===== config.mk =====
export PLATFORM = sky130hd
export DESIGN_NAME = i2c_gpio_expander_registers_core
export DESIGN_NICKNAME = d
export VERILOG_FILES = /design/src/hw/rtl/gpx_pkg.sv /design/src/hw/rtl/i2c_gpio_expander_registers_core.sv /design/src/hw/rtl/gpx_regs.sv
export SDC_FILE = /design/constraint.sdc
export NUM_CORES = 1
export LEC_CHECK = 0
export ABC_AREA = 1
export BUFFER_PORTS_ARGS = -buffer_cell sky130_fd_sc_hd__buf_2
export CAP_MARGIN = 15
export CORE_AREA = 2 2 160 131
export CTS_CLUSTER_DIAMETER = 100
export DETAILED_ROUTE_END_ITERATION = 12
export DIE_AREA = 0 0 162 133
export GPL_ROUTABILITY_DRIVEN = 0
export GPL_TIMING_DRIVEN = 0
export PLACE_DENSITY = 0.57
export SLEW_MARGIN = 20
export SYNTH_ARGS = -nofsm -noshare
export SYNTH_HDL_FRONTEND = slang
export SYNTH_HIERARCHICAL = 1
export SYNTH_SLANG_ARGS = --single-unit
export TNS_END_PERCENT = 1

===== constraint.sdc =====
create_clock -name clock -period 2.9 [get_ports clock]
set_input_delay 0.435 -clock clock [delete_from_list [all_inputs] [get_ports clock]]
set_output_delay 0.435 -clock clock [all_outputs]
set_load 0.005 [all_outputs]

===== src/hw/rtl/gpx_pkg.sv =====
// ----------------------------------------------------------------------------
// GPIO expander register package
// Request and status codes, register page codes, item types and byte lane
// helpers shared by the expander register core and register file.
// ----------------------------------------------------------------------------
`default_nettype none

package gpx_pkg;

   localparam int PinWidth = 16;

   localparam logic [1:0] REQ_WRITE_START = 2'd0;
   localparam logic [1:0] REQ_WRITE_BYTE  = 2'd1;
   localparam logic [1:0] REQ_READ_BYTE   = 2'd2;
   localparam logic [1:0] REQ_PIN_EVENT   = 2'd3;

   localparam logic [1:0] STATUS_OK          = 2'd0;
   localparam logic [1:0] STATUS_READ_ONLY   = 2'd1;
   localparam logic [1:0] STATUS_UNSUPPORTED = 2'd2;

   // pointer bits [2:1] select the register page, bit 0 the byte lane
   localparam logic [1:0] PAGE_INPUT     = 2'd0;
   localparam logic [1:0] PAGE_OUTPUT    = 2'd1;
   localparam logic [1:0] PAGE_POLARITY  = 2'd2;
   localparam logic [1:0] PAGE_DIRECTION = 2'd3;

   localparam logic [7:0] UNSUPPORTED_READ = 8'hFF;

   typedef struct packed {
      logic [1:0] kind;
      logic [7:0] write_byte;
      logic [3:0] pin_index;
      logic       pin_level;
   } gpx_item_type;

   typedef struct packed {
      logic [7:0]          read_data;
      logic [1:0]          status;
      logic [PinWidth-1:0] pin_drive;
   } gpx_result_type;

   function automatic logic [PinWidth-1:0] lane_write(input logic [PinWidth-1:0] word,
                                                      input logic hi,
                                                      input logic [7:0] data);
      logic [PinWidth-1:0] res;
      res = word;
      if (hi) begin
         res[15:8] = data;
      end else begin
         res[7:0] = data;
      end
      return res;
   endfunction

   function automatic logic [7:0] lane_read(input logic [PinWidth-1:0] word,
                                            input logic hi);
      return hi ? word[15:8] : word[7:0];
   endfunction

endpackage

`default_nettype wire


===== src/hw/rtl/i2c_gpio_expander_registers_core.sv =====
// ----------------------------------------------------------------------------
// GPIO expander register core
// Register file of a 16-pin bus GPIO expander: pointer capture, byte lane
// writes of output, polarity and direction, reads of those and input, and pin level events.
//
//   channel | ports                                          | direction
//   req     | req_valid req_ready req_type req_write_byte    | in
//           | req_pin_index req_pin_level                    |
//   rsp     | rsp_valid rsp_ready rsp_read_data rsp_status   | out
//           | rsp_pin_drive                                  |
//
// One item per cycle while rsp is not stalled; each item passes through the
// input register and then the result register.
// Reset clears pointer, levels and polarity, sets output and direction high.
// A stalled rsp holds the result register; the input register takes one more
// item, then req waits until the held result has been taken.
// ----------------------------------------------------------------------------
`default_nettype none

module i2c_gpio_expander_registers_core
   import gpx_pkg::*;
#(
   parameter int PIN_COUNT = 16
) (
   input  wire logic                clock,
   input  wire logic                reset,
   input  wire logic                req_valid,
   output logic                     req_ready,
   input  wire logic [1:0]          req_type,
   input  wire logic [7:0]          req_write_byte,
   input  wire logic [3:0]          req_pin_index,
   input  wire logic                req_pin_level,
   output logic                     rsp_valid,
   input  wire logic                rsp_ready,
   output logic [7:0]               rsp_read_data,
   output logic [1:0]               rsp_status,
   output logic [PinWidth-1:0]      rsp_pin_drive
);

   logic           item_valid_ff, item_valid_in;
   gpx_item_type   item_ff;
   logic           rsp_valid_ff,  rsp_valid_in;
   gpx_result_type rsp_ff;
   gpx_result_type result;
   logic           out_free;
   logic           item_fire;
   logic           req_fire;

   assign out_free  = !rsp_valid_ff || rsp_ready;
   assign item_fire = item_valid_ff && out_free;
   assign req_ready = !item_valid_ff || out_free;
   assign req_fire  = req_valid && req_ready;

   assign item_valid_in = req_fire || (item_valid_ff && !item_fire);
   assign rsp_valid_in  = item_fire || (rsp_valid_ff && !rsp_ready);

   gpx_regs #(
      .PIN_COUNT (PIN_COUNT)
   ) u_regs (
      .clock     (clock),
      .reset     (reset),
      .item_fire (item_fire),
      .item      (item_ff),
      .result    (result)
   );

   always_ff @(posedge clock) begin
      if (reset) begin
         item_valid_ff <= 1'b0;
         rsp_valid_ff  <= 1'b0;
      end else begin
         item_valid_ff <= item_valid_in;
         rsp_valid_ff  <= rsp_valid_in;
      end
   end

   always_ff @(posedge clock) begin
      if (req_fire) begin
         item_ff.kind       <= req_type;
         item_ff.write_byte <= req_write_byte;
         item_ff.pin_index  <= req_pin_index;
         item_ff.pin_level  <= req_pin_level;
      end
      if (item_fire) begin
         rsp_ff <= result;
      end
   end

   assign rsp_valid     = rsp_valid_ff;
   assign rsp_read_data = rsp_ff.read_data;
   assign rsp_status    = rsp_ff.status;
   assign rsp_pin_drive = rsp_ff.pin_drive;

endmodule

`default_nettype wire


===== src/hw/rtl/gpx_regs.sv =====
// ----------------------------------------------------------------------------
// GPIO expander register file
// Holds pointer, latches and pin levels; while item_fire is high, decodes
// one item per cycle into the next register state and its result.
// ----------------------------------------------------------------------------
`default_nettype none

module gpx_regs
   import gpx_pkg::*;
#(
   parameter int PIN_COUNT = 16
) (
   input  wire logic           clock,
   input  wire logic           reset,
   input  wire logic           item_fire,
   input  wire gpx_item_type   item,
   output gpx_result_type      result
);

   localparam logic [PinWidth-1:0] PinMask = PinWidth'((33'd1 << PIN_COUNT) - 33'd1);

   logic [7:0]          pointer_ff,   pointer_in;
   logic                pending_ff,   pending_in;
   logic [PinWidth-1:0] output_ff,    output_in;
   logic [PinWidth-1:0] polarity_ff,  polarity_in;
   logic [PinWidth-1:0] direction_ff, direction_in;
   logic [PinWidth-1:0] input_ff,     input_in;
   logic [PinWidth-1:0] driven_ff,    driven_in;

   logic                hi;
   logic                page_ok;
   logic [1:0]          page;
   logic [PinWidth-1:0] out_mask;

   assign hi      = pointer_ff[0];
   assign page    = pointer_ff[2:1];
   assign page_ok = (pointer_ff[7:3] == 5'd0);

   always_comb begin
      pointer_in       = pointer_ff;
      pending_in       = pending_ff;
      output_in        = output_ff;
      polarity_in      = polarity_ff;
      direction_in     = direction_ff;
      input_in         = input_ff;
      result.read_data = 8'd0;
      result.status    = STATUS_OK;
      unique case (item.kind)
         REQ_WRITE_START: begin
            pending_in = 1'b1;
         end
         REQ_WRITE_BYTE: begin
            if (pending_ff) begin
               pointer_in = item.write_byte;
               pending_in = 1'b0;
            end else if (!page_ok) begin
               result.status = STATUS_UNSUPPORTED;
            end else begin
               unique case (page)
                  PAGE_INPUT:     result.status = STATUS_READ_ONLY;
                  PAGE_OUTPUT:    output_in    = lane_write(output_ff, hi, item.write_byte);
                  PAGE_POLARITY:  polarity_in  = lane_write(polarity_ff, hi, item.write_byte);
                  PAGE_DIRECTION: direction_in = lane_write(direction_ff, hi, item.write_byte);
                  default:        result.status = STATUS_UNSUPPORTED;
               endcase
            end
         end
         REQ_READ_BYTE: begin
            if (!page_ok) begin
               result.read_data = UNSUPPORTED_READ;
               result.status    = STATUS_UNSUPPORTED;
            end else begin
               unique case (page)
                  PAGE_INPUT:     result.read_data = lane_read(input_ff, hi);
                  PAGE_OUTPUT:    result.read_data = lane_read(output_ff, hi);
                  PAGE_POLARITY:  result.read_data = lane_read(polarity_ff, hi);
                  PAGE_DIRECTION: result.read_data = lane_read(direction_ff, hi);
                  default:        result.read_data = UNSUPPORTED_READ;
               endcase
            end
         end
         REQ_PIN_EVENT: begin
            if (32'(item.pin_index) < PIN_COUNT) begin
               input_in[item.pin_index] = item.pin_level;
            end
            input_in = input_in & PinMask;
         end
         default: begin
            pending_in = pending_ff;
         end
      endcase
      out_mask         = ~direction_in & PinMask;
      driven_in        = ((driven_ff & ~out_mask) | (output_in & out_mask)) & PinMask;
      result.pin_drive = driven_in;
   end

   always_ff @(posedge clock) begin
      if (reset) begin
         pointer_ff   <= 8'd0;
         pending_ff   <= 1'b0;
         output_ff    <= '1;
         polarity_ff  <= '0;
         direction_ff <= '1;
         input_ff     <= '0;
         driven_ff    <= '0;
      end else if (item_fire) begin
         pointer_ff   <= pointer_in;
         pending_ff   <= pending_in;
         output_ff    <= output_in;
         polarity_ff  <= polarity_in;
         direction_ff <= direction_in;
         input_ff     <= input_in;
         driven_ff    <= driven_in;
      end
   end

endmodule

`default_nettype wire

==> metrics <==
clock sinks=~130; CTS Root Cell=clkbuf_16; post-synth top area cell=dfxtp_1; vias in the first global route=5157; via count=5526; number of H-tree levels=4; Skew-Pair Late Insertion Delay=430 ps; Port Buffers=46; Antenna Nets Post-Route=0; largest net degree at the start of global routing=17; Total GRT Usage=~18%; hold_ws=183 ps; synth cell count leaders=199 x nand2_1, 91 x dfxtp_1, 75 x inv_1, 74 x a21oi_1, 71 x nor2_1; critical path arrival=2840 ps; Yosys warning count=6; core area=20100 sq um; final worst path period share=approximately 85%; cts bufs inserted=17; Initial DRT Pass Iterations=7; Setup crit end kind=register; Worst setup SP type=register; final clock skew=9.84 ps; buffers and inverters on the worst path=5; via-per-instance ratio=4.86; Nets=879; Worst Setup Path Type=register to register; number of antenna violations at the first check in global routing=0; global-route wire length before repair=~29000 um; Crit Path Max Fanout=15; most frequent CP cell=nand2_1; Mapped Cells=790; Fmax=404 MHz; DRC=0; Detailed Place HPWL=13400 um; Crit path max-delay family=buffers and inverters; status=finished, final reports clean; drt total wl=18100 um; Seq/Total Area, Yosys=48.8%; maximum VDD drop=338 uV; Seq cells post-synth=132; Mean Syn Cell Area=7.92 sq um; Setup Buffers After CTS=0; initial core utilization=roughly 31%; final worst path period need=roughly 2500 ps; CP max stage cell=buf_1; Fin. Hold Viols=0; P_leak=3.24 nW; pins over their slew limit=0; Power Dens Cells=598 nW/um^2; DIE WIDTH=around 160 um; Synth area leaders=dfxtp_1 29%, edfxtp_1 20%, nand2_1 12%; Crit path largest cell delay=510 ps; post_cts resized=0; clock buffer depth=2; Post-synth ARST share=0%; Synth top area share=between 20% and 30%; drt wl/cell=between 15 and 20 um; crit path cell chain=inv_1 -> a21oi_4 -> buf_16 -> buf_6 -> clkbuf_1 -> buf_1 -> nand2_1 -> nand2_1; Max Cap Viol=0; CTS tree=yes; Slew @ Worst Pin=just over 700 ps; drt first-iter violations=560; HP Class=input port to register; IO Count=47; Mapped Nets=813; Most used DFF post-synth=dfxtp_1; Area growth, synth to finish=18.3%; Synth cell types=36; final setup vio count=0; Relative slew margins=roughly 53%; die area=21500 sq um; Fill cells=approximately 2.2k; share of cells above drive strength 1=between 10% and 20%; RSZ-0062 raised after global routing=no; most frequent cell after synthesis=nand2_1; site row count=47; Worst EP required=3270 ps; ANT cells=0; total power=0.00443 W; Post-synth EDFFs=41; Die H=around 130 um; Syn Std Cell Area=6250 sq um; grt total ovfl=0; Post-CTS Hold Buffers=0; clock-pin slew on the worst setup and hold paths=approximately 60 ps
worst paths after layout:
kind,start,end,slack (ps),cells after the start
setup / recovery,item_valid_ff$_SDFF_PP0_,u_regs/output_ff[12]$_SDFFE_PP1P_,420,8
hold / removal,req_pin_index[3],item_ff[4]$_DFFE_PP_,180,1
setup reg to reg,item_valid_ff$_SDFF_PP0_,u_regs/output_ff[12]$_SDFFE_PP1P_,420,8
hold reg to reg,u_regs/pointer_ff[6]$_SDFFE_PP0P_,u_regs/pointer_ff[6]$_SDFFE_PP0P_,450,2
metal layers:
| layer | track usage [%] | vias to the layer above | routed length [um] |
|---|---|---|---|
| met5 | 0 | - | 0 |
| li1 | - | 2773 | - |
| met3 | 5.14 | 25 | 1570 |
| met1 | 25.9 | 2535 | 8970 |
| met4 | 6.74 | 0 | 350 |
| met2 | 23.9 | 193 | 7220 |
per-stage QoR:
| step | instances | setup WS, ps | area, sq um | setup TNS (ps) | util [%] |
|---|---|---|---|---|---|
| 3_5_place_dp | 1106 | 250 | 6860 | 0 | 34.1 |
| 4_1_cts | 1138 | 411 | 7400 | 0 | 36.8 |
| 2_1_floorplan | 790 | 422 | 6260 | 0 | - |
| 6_report | 1138 | 423 | 7400 | 0 | 36.8 |
| 3_3_place_gp | 1105 | -490 | 6820 | -18250 | 33.9 |
| 5_1_grt | 1138 | 217 | 7400 | 0 | 36.8 |
where the power goes:
part / switching, W / leakage, nW / total [W] / internal, W
combinational: 0.000233 / 1.84 / 0.000358 / 0.000125
clock: 0.000810 / 0.266 / 0.00199 / 0.00118
sequential: 0.0000748 / 1.14 / 0.00207 / 0.00200
kinds of logic (layout without fill, tap and decap cells):
| group | Yosys count | count (layout) | share of synthesized area, % |
|---|---|---|---|
| simple gates | 380 | 380 | 28.0 |
| compound gates | 154 | 154 | 13.0 |
| flops | 132 | 132 | 48.8 |
| fa+ha+maj | 4 | 4 | 0.800 |
| buf+inv | 120 | 199 | 9.36 |
flip-flops by register name, summed over array words and instances, names as in the netlist:
| name | count |
|---|---|
| rsp_status | 2 |
| rsp_pin_drive | 16 |
| item_valid_ff | 1 |
| u_regs/direction_ff | 16 |
| item_ff | 15 |
| u_regs/polarity_ff | 16 |
| rsp_read_data | 8 |
| u_regs/pointer_ff | 8 |
| u_regs/pending_ff | 1 |
| u_regs/output_ff | 16 |
| u_regs/input_ff | 16 |
| u_regs/driven_ff | 16 |
| rsp_valid | 1 |
layout make-up:
cell class | count | area (sq um) | area share [%]
Sequential cell | 132 | 3050 | 41.3
Multi-Input combinational cell | 538 | 2630 | 35.5
Clock buffer | 24 | 493 | 6.66
Tap cell | 269 | 337 | 4.55
Inverter | 82 | 310 | 4.19
Buffer | 38 | 275 | 3.72
Timing Repair Buffer | 47 | 258 | 3.48
Clock inverter | 8 | 48.8 | 0.659
placed cells by master, fill, tap and decap left out, drive strengths merged, types with 5 or more instances in the layout:
master / instances
nand2: 204
dfxtp: 91
inv: 85
nor2: 77
a21oi: 75
buf: 67
o21ai: 62
nand3: 52
clkbuf: 42
edfxtp: 41
nand4: 35
a22oi: 7
nor3: 6
o211ai: 5
Note: power is estimated with default switching activity, not from simulation.
